`src/rtl/best_fit_page_allocator_unit_assert.svh`:
```
// Assertion macros used by the allocator top module
`ifndef BEST_FIT_PAGE_ALLOCATOR_UNIT_ASSERT_SVH
`define BEST_FIT_PAGE_ALLOCATOR_UNIT_ASSERT_SVH

// Check that a condition implies a consequence on the same edge
`define BFPA_ASSERT_IMP(lbl, clk, rstn, cond, cons) \
  lbl: assert property (@(posedge clk) disable iff (!rstn) (cond) |-> (cons)) \
    else $error("assertion failed");

// Check that a condition implies a consequence on the next edge
`define BFPA_ASSERT_NXT(lbl, clk, rstn, cond, cons) \
  lbl: assert property (@(posedge clk) disable iff (!rstn) (cond) |=> (cons)) \
    else $error("assertion failed");

`endif

```
`src/rtl/bfpa_pkg.sv`:
```
package bfpa_pkg;

  typedef enum logic [1:0] {
    CMD_INIT   = 2'd0,
    CMD_ALLOC  = 2'd1,
    CMD_FREE   = 2'd2,
    CMD_REPORT = 2'd3
  } cmd_e;

  typedef enum logic [1:0] {
    ST_OK       = 2'd0,
    ST_NO_FIT   = 2'd1,
    ST_BAD_ADDR = 2'd2
  } status_e;

  localparam logic [0:0] REG_BASE  = 1'b0;
  localparam logic [0:0] REG_PAGES = 1'b1;

  typedef struct packed {
    logic [1:0]  command;
    logic [31:0] request_bytes;
    logic [63:0] block_address;
  } req_t;

  typedef struct packed {
    logic [1:0]  status;
    logic [63:0] granted_address;
    logic [16:0] heap_size_pages;
    logic [16:0] allocated_pages;
    logic [16:0] avail_pages;
  } rsp_t;

  // Datapath operations issued by the controller
  typedef enum logic [4:0] {
    OP_NONE,
    OP_LATCH,      // capture request, compute need / offset
    OP_INIT,       // latch heap geometry, reset counters
    OP_CLR,        // clear one entry of flag memories
    OP_INIT_MARK,  // write whole-heap block
    OP_SCAN_RD,    // read length/use at scan pointer
    OP_SCAN_EVAL,  // evaluate block at scan pointer
    OP_ALLOC_W0,   // write allocated head
    OP_ALLOC_W1,   // write allocated tail
    OP_ALLOC_W2,   // write remainder head
    OP_ALLOC_W3,   // write remainder (or allocated) tail, update counters
    OP_FREE_CHK,   // read head of block to free
    OP_FREE_EVAL,  // validate, read previous page
    OP_FREE_PREV,  // merge with previous free block via its link
    OP_FREE_NXT,   // read next block head
    OP_FREE_NEVAL, // evaluate next block
    OP_FREE_W0,    // clear allocated-start and length
    OP_FREE_W1,    // write merged head
    OP_FREE_W2,    // write merged tail, update counters
    OP_DONE_OK,
    OP_DONE_ERR1,
    OP_DONE_ERR2
  } op_e;

  typedef struct packed {
    logic idx_ok;      // free address aligned and in heap
    logic need_zero;   // allocate of zero bytes
    logic clr_last;    // clearing pass at final entry
    logic scan_end;    // scan pointer left heap or chain broke
    logic found;       // a fitting block was seen
    logic free_bad;    // head of block not allocated / bad length
    logic rem_zero;    // allocation uses whole block
  } stat_t;

endpackage

```
`src/rtl/bfpa_ctrl.sv`:
```
module bfpa_ctrl (
  input  logic              clk_i,
  input  logic              rst_ni,
  input  logic              start_i,
  input  logic [1:0]        command_i,
  input  bfpa_pkg::stat_t   stat_i,
  output bfpa_pkg::op_e     op_o,
  output logic              busy_o
);
  typedef enum logic [13:0] {
    S_IDLE   = 14'b00000000000001,
    S_LATCH  = 14'b00000000000010,
    S_CLR    = 14'b00000000000100,
    S_IMARK  = 14'b00000000001000,
    S_SRD    = 14'b00000000010000,
    S_SEVAL  = 14'b00000000100000,
    S_AW     = 14'b00000001000000,
    S_FCHK   = 14'b00000010000000,
    S_FEVAL  = 14'b00000100000000,
    S_FPREV  = 14'b00001000000000,
    S_FNXT   = 14'b00010000000000,
    S_FNEVAL = 14'b00100000000000,
    S_FW     = 14'b01000000000000,
    S_DONE   = 14'b10000000000000
  } state_e;

  state_e state_q, state_d;
  logic [1:0] sub_q, sub_d;
  logic [1:0] cmd_q, cmd_d;
  bfpa_pkg::op_e done_q, done_d;

  always_ff @(posedge clk_i or negedge rst_ni) begin
    if (!rst_ni) begin
      state_q <= S_IDLE;
      sub_q   <= '0;
      cmd_q   <= '0;
      done_q  <= bfpa_pkg::OP_DONE_OK;
    end else begin
      state_q <= state_d;
      sub_q   <= sub_d;
      cmd_q   <= cmd_d;
      done_q  <= done_d;
    end
  end

  assign busy_o = (state_q != S_IDLE);

  always_comb begin
    state_d = state_q;
    sub_d   = sub_q;
    cmd_d   = cmd_q;
    done_d  = done_q;
    op_o    = bfpa_pkg::OP_NONE;
    case (state_q)
      S_IDLE: begin
        if (start_i) begin
          cmd_d   = command_i;
          op_o    = bfpa_pkg::OP_LATCH;
          state_d = S_LATCH;
        end
      end
      S_LATCH: begin
        sub_d  = '0;
        done_d = bfpa_pkg::OP_DONE_OK;
        case (cmd_q)
          bfpa_pkg::CMD_INIT: begin
            op_o = bfpa_pkg::OP_INIT;
            state_d = S_CLR;
          end
          bfpa_pkg::CMD_ALLOC: begin
            if (stat_i.need_zero) begin
              done_d  = bfpa_pkg::OP_DONE_ERR1;
              state_d = S_DONE;
            end else begin
              state_d = S_SRD;
            end
          end
          bfpa_pkg::CMD_FREE: begin
            if (!stat_i.idx_ok) begin
              done_d  = bfpa_pkg::OP_DONE_ERR2;
              state_d = S_DONE;
            end else begin
              op_o    = bfpa_pkg::OP_FREE_CHK;
              state_d = S_FCHK;
            end
          end
          default: state_d = S_DONE;
        endcase
      end
      S_CLR: begin
        op_o = bfpa_pkg::OP_CLR;
        if (stat_i.clr_last) state_d = S_IMARK;
      end
      S_IMARK: begin
        op_o    = bfpa_pkg::OP_INIT_MARK;
        state_d = S_DONE;
      end
      S_SRD: begin
        if (stat_i.scan_end) begin
          if (stat_i.found) begin
            sub_d   = '0;
            state_d = S_AW;
          end else begin
            done_d  = bfpa_pkg::OP_DONE_ERR1;
            state_d = S_DONE;
          end
        end else begin
          op_o    = bfpa_pkg::OP_SCAN_RD;
          state_d = S_SEVAL;
        end
      end
      S_SEVAL: begin
        op_o    = bfpa_pkg::OP_SCAN_EVAL;
        state_d = S_SRD;
      end
      S_AW: begin
        sub_d = sub_q + 2'd1;
        case (sub_q)
          2'd0: op_o = bfpa_pkg::OP_ALLOC_W0;
          2'd1: begin
            op_o = bfpa_pkg::OP_ALLOC_W1;
            if (stat_i.rem_zero) begin
              op_o    = bfpa_pkg::OP_ALLOC_W3;
              state_d = S_DONE;
            end
          end
          2'd2: op_o = bfpa_pkg::OP_ALLOC_W2;
          default: begin
            op_o    = bfpa_pkg::OP_ALLOC_W3;
            state_d = S_DONE;
          end
        endcase
      end
      S_FCHK: begin
        // wait here so the head entry at the loaded pointer is read
        sub_d = sub_q + 2'd1;
        if (sub_q != 2'd0) begin
          op_o    = bfpa_pkg::OP_FREE_EVAL;
          state_d = S_FEVAL;
        end
      end
      S_FEVAL: begin
        if (stat_i.free_bad) begin
          done_d  = bfpa_pkg::OP_DONE_ERR2;
          state_d = S_DONE;
        end else begin
          op_o    = bfpa_pkg::OP_FREE_PREV;
          state_d = S_FPREV;
        end
      end
      S_FPREV: begin
        op_o    = bfpa_pkg::OP_FREE_NXT;
        state_d = S_FNXT;
      end
      S_FNXT: begin
        op_o    = bfpa_pkg::OP_FREE_NEVAL;
        state_d = S_FNEVAL;
      end
      S_FNEVAL: begin
        op_o    = bfpa_pkg::OP_FREE_W0;
        sub_d   = '0;
        state_d = S_FW;
      end
      S_FW: begin
        sub_d = sub_q + 2'd1;
        if (sub_q == 2'd0) begin
          op_o = bfpa_pkg::OP_FREE_W1;
        end else begin
          op_o    = bfpa_pkg::OP_FREE_W2;
          state_d = S_DONE;
        end
      end
      S_DONE: begin
        op_o    = done_q;
        state_d = S_IDLE;
      end
      default: state_d = S_IDLE;
    endcase
  end
endmodule

```
`config.mk`:
```
export PLATFORM = sky130hd
export DESIGN_NAME = bfpa_ctrl
export DESIGN_NICKNAME = d
export VERILOG_FILES = /design/src/rtl/best_fit_page_allocator_unit_assert.svh /design/src/rtl/bfpa_pkg.sv /design/src/rtl/bfpa_ctrl.sv
export SDC_FILE = /design/constraint.sdc
export NUM_CORES = 1
export LEC_CHECK = 0
export BUFFER_PORTS_ARGS = -buffer_cell sky130_fd_sc_hd__buf_4
export CORE_MARGIN = 2
export CORE_UTILIZATION = 55
export DETAILED_ROUTE_END_ITERATION = 8
export PLACE_DENSITY = 0.75
export SYNTH_ARGS = -nofsm -noshare
export SYNTH_HDL_FRONTEND = slang
export SYNTH_SLANG_ARGS = --single-unit
```
`constraint.sdc`:
```
create_clock -name clk_i -period 3.8 [get_ports clk_i]
set_input_delay 0.76 -clock clk_i [delete_from_list [all_inputs] [get_ports clk_i]]
set_output_delay 0.76 -clock clk_i [all_outputs]
set_load 0.01 [all_outputs]
```
# Yosys cells after proc, flatten, opt, wreduce, memory -nomap -nowiden
# Index checks and enable logic that the tools add are counted.
# Widths: inputs -> output; s select.
[totals]
register_bits = 23
output_inout_bits = 6
[op_classes]
mux = 33
reduce_logical = 12
eq_ne = 29
n_addsub = 1
[ops]
columns = ["op", "count"]
rows = [
  ["$pmux 14 s13", 1],
  ["$mux 14", 10],
  ["$pmux 5 s14", 1],
  ["$pmux 14 s3", 1],
  ["$pmux 14 s2", 1],
  ["$ne 2x2->1 const B", 9],
  ["$mux 5", 3],
  ["$pmux 5 s3", 1],
  ["$eq 14x1->1 const B", 1],
  ["$eq 14x10->1 const B", 1],
  ["$eq 14x11->1 const B", 1],
  ["$eq 14x12->1 const B", 1],
  ["$eq 14x13->1 const B", 1],
  ["$eq 14x14->1 const B", 1],
  ["$eq 14x2->1 const B", 1],
  ["$eq 14x3->1 const B", 1],
  ["$eq 14x4->1 const B", 1],
  ["$eq 14x5->1 const B", 1],
  ["$eq 14x6->1 const B", 1],
  ["$eq 14x7->1 const B", 1],
  ["$eq 14x8->1 const B", 1],
  ["$eq 14x9->1 const B", 1],
  ["$ne 14x1->1 const B", 1],
  ["$mux 4", 3],
  ["other kinds (20)", 30],
]

# Logic depth before layout (Yosys ltp)
[logic_depth]
word_depth = 4
ltp_mapped = 8

# Worst setup path before layout
# No wires, ideal clock.
[synth_timing]
path_type = "reg-to-output"
start = "register state_q[5]"
end = "output op_o[3]"
path_slack_ns = 0.983
n_path_buf = 1
path_stages_with_launch = 7
t_arrival_ns = 2.057
required_ns = 3.040
path_cell_list = "dfrtp_1 > or4_1 > clkbuf_1 > or4_1 > nor2_1 > a311oi_1 > o211ai_1"
[synth_via]
elab_chain_len = 2
elab_cells_between_ends = 15
cone_classes = "eq/ne (14); mux (1)"
[synth_lines]
columns = ["item", "line_no", "rtl"]
rows = [
  ["start, declared", "bfpa_ctrl.sv:27", "state_e state_q, state_d;"],
  ["start signal, assigned", "bfpa_ctrl.sv:39", "state_q <= state_d;"],
  ["$eq 14x14->1 (tied with other cells)", "bfpa_ctrl.sv:54", "case (state_q)"],
  ["$pmux 5 s14 *", "bfpa_ctrl.sv:54", ""],
  ["end, declared", "bfpa_ctrl.sv:7", "output bfpa_pkg::op_e op_o,"],
]
# Every way passes the cells marked *; elsewhere a longest branch is shown, timed or not.

# Final worst setup path
# Same ends and word-level chain as after synthesis.

==> results by group <==
Clock tree
  – CTS Buffer Depth: 2
  – CTS tree: yes
  – Clk_lat worst skew: 300 ps
  – Number of CTS-inserted buffers: 3
  – CTS H-tree lvls: 1
  – # Post-CTS Setup Buffers: 0
  – Clock root buffer: clkbuf_4
  – Post-CTS Resized: 0
  – Clock transition at path regs: 130 ps
  – Clock tree sinks: 21
  – CTS Hold Buffers Added: 0

Yosys
  – Synth Warn #: 0
  – Syn Inst Count: 182
  – Post-Syn Nets: 204
  – Post-synth EDFFs: 0
  – Post-synthesis cell area: 0.00163 sq mm
  – Register area share after synthesis: 32.4%
  – Synth cell types: 49
  – Dominant synthesized flop cell: dfrtp_1
  – Async set or reset register ratio after synthesis: 100%
  – Register bit count reported by yosys: 21
  – Synthesized area per cell: 8.97 sq um

STA
  – Worst slew pin tran: 915 ps
  – Fmax: 287 MHz
  – RSZ-0062 raised after global routing: false
  – Fin. Hold Viols: 0
  – Setup TNS: 0 ps
  – Clk_skew: 15.1 ps
  – Relative slew slack: 38.4%
  – Worst hold slack: 315 ps
  – Slew Limit Fails: 0
  – Part of the cycle the worst path needs: 91.6%
  – Setup violators final: 0
  – Min Tclk post-route: 3480 ps

Detailed routing
  – Vias after detailed routing: 1606
  – Routed vias/inst: 7.04
  – Wirelength per Cell: 20.1 um
  – Post-route ant nets: 0
  – Drt pass-1 iters: 4
  – # DRC: 0
  – Starting DRC count in detailed routing: 206
  – Total wire length: 4.58 mm

Critical path
  – Worst Path Class, Setup: reg2out
  – Critical Path AT: 2720 ps
  – Crit start category: register
  – Reg2Reg Depth: 5
  – Setup crit end kind: output port
  – Worst Path Required: 3040 ps
  – CP Max Fanout: 9

Hold path
  – Worst min path class: in2async

Global route
  – Vias in the first global route: 1545
  – Total track usage: 28.5%
  – Grt ovf: 0
  – Largest net degree at the start of global routing: 22
  – First-pass GRT wire length: 7.33 mm
  – Initial antenna violation count: 0

Placement
  – RePlAce Congestion: 0.943
  – Port bufs: 17
  – Placed instance area: 0.00176 sq mm
  – Post-DP HPWL: 3.55 mm

Floorplanning
  – Core ar.: 0.00278 sq mm
  – Die Y: 58.5 um
  – Starting Density: 58.7%
  – DIE WIDTH: 58.5 um
  – Row cnt: 19
  – I/O pin count: 18
  – Die area: 0.00342 sq mm

Pwr
  – Reg power frac: 34.1%
  – Power Internal: 0.000559 W
  – Logic pwr share: 55.2%
  – Pwr dens: 564 mW/mm^2
  – Sw Pwr: 0.000451 W
  – Clk pwr share: 10.7%
  – Worst vdd ir: 0.000497 V
  – Leakage power: 0.834 nW
  – Design Power: 0.00101 W
  – Sw Ratio: 44.6%

Finish
  – Syn-to-layout area delta: 9.66%
  – Final Cell Area: 0.00179 sq mm
  – Layout cells sized above 1: 22.3%
  – Inserted Diodes: 0
  – Final net count: 220

Run
  – Number of max-cap violations: 0

Outcome
  – Status: complete, no violations
-- Yosys cell counts (all sizes together) (2+ instances only) --
cell	count	share of area [%]
a21o	2	0.92
nor2b	3	1.1
clkbuf	4	0.92
or4b	7	4.3
nand3	6	1.8
nor4	9	3.4
xnor2	2	1.1
nand2b	4	1.5
mux2	5	3.4
a211oi	3	1.4
inv	12	2.8
or4	8	4.6
o211ai	3	1.4
a311oi	2	1.1
xor2	2	1.1
dfrtp	18	28
and3	2	0.77
o32ai	2	1.1
buf	3	1.7
a21boi	2	0.92
nor4b	2	1.1
o21ai	7	2.1
nand4b	2	1.1
nor3	6	1.8
nand2	10	2.3
nand4	7	2.7
or3	5	2.2
a21oi	4	1.2
dfstp	3	4.8
ha	10	7.7
nor2	12	2.8
or2	2	0.77
-- cell usage in the layout, fill, tap and decap left out, types with 4 or more instances in the layout --
| cell | instances |
|---|---|
| o21ai_0 | 5 |
| nand2b_1 | 4 |
| nand2_1 | 10 |
| or4_4 | 4 |
| buf_4 | 18 |
| inv_1 | 12 |
| nor3_1 | 6 |
| nand3_1 | 6 |
| a21oi_1 | 4 |
| dfrtp_1 | 18 |
| nor2_1 | 12 |
| nand4_1 | 7 |
| or4b_2 | 7 |
| nor4_1 | 9 |
| ha_1 | 10 |
| mux2_2 | 5 |
| or4_1 | 4 |
| or3_1 | 4 |
-- metal layers --
layer | global-route usage (%) | share of wire [%]
met1 | 38.1 | 41
met2 | 46.9 | 47
met3 | 2.86 | 9.0
met4 | 12.3 | 3.4
met5 | 0 | 0
-- stage by stage --
step | setup WS (ps) | utilization (%) | instances
final | 318 | 64.4 | 228
after global routing | 136 | 64.4 | 228
after CTS | 354 | 64.4 | 228
after detailed placement | 695 | 63.4 | 224
after global placement | 740 | 63.4 | 224
after floorplan | 983 | - | 182
-- final timing paths --
check	start	endpoint	slack [ps]
worst max register to register	state_q[9]	state_q[13]	1290
max in group asynchronous	rst_ni	state_q[0]	3190
worst max-delay path	state_q[5]	op_o[3]	320
worst min register to register	done_q[2]	done_q[2]	530
worst min-delay path	rst_ni	state_q[10]	320
min in group clk_i	done_q[2]	done_q[2]	530
-- logic make-up (layout without fill, tap and decap cells) --
| logic type | Yosys count | in the layout | synth area share, % |
|---|---|---|---|
| AO/OA/AOI/OAI | 35 | 35 | 15.2 |
| XOR/XNOR | 4 | 4 | 2.15 |
| adder cells (fa/ha/maj) | 10 | 10 | 7.66 |
| buffers and inverters | 19 | 34 | 5.36 |
| flip-flops | 21 | 21 | 32.4 |
| multiplexers | 5 | 5 | 3.45 |
| AND/OR/NAND/NOR | 88 | 88 | 33.8 |
-- power groups by stage --
stage          Sequential [W]  Combinational, W  Clock, W
2_1_floorplan        0.000325          0.000407         0
3_3_place_gp         0.000341          0.000538         0
6_report             0.000344          0.000558  0.000108
4_1_cts              0.000342          0.000549  0.000112
5_1_grt              0.000350          0.000614  0.000118
3_5_place_dp         0.000347          0.000547         0
-- critical path: stages (launching register included) --
cell and delay, ps:
dfrtp_1 470, or4_1 720, or4_1 650, nor2_1 210, a311oi_1 100, o211ai_1 130, buf_4 150
-- registers in the layout, summed over array words and instances (netlist names) --
| register | count |
|---|---|
| state_q | 14 |
| done_q | 3 |
| cmd_q | 2 |
| sub_q | 2 |
-- cell type report --
type | instances | area (sq um)
Sequential cell | 21 | 529
Timing Repair Buffer | 18 | 135
Inverter | 12 | 45.0
Clock buffer | 4 | 26.3
Tap cell | 31 | 38.8
Fill cell | 239 | 991
Multi-Input combinational cell | 142 | 1020
No activity file was read; power rests on OpenSTA's default activity.
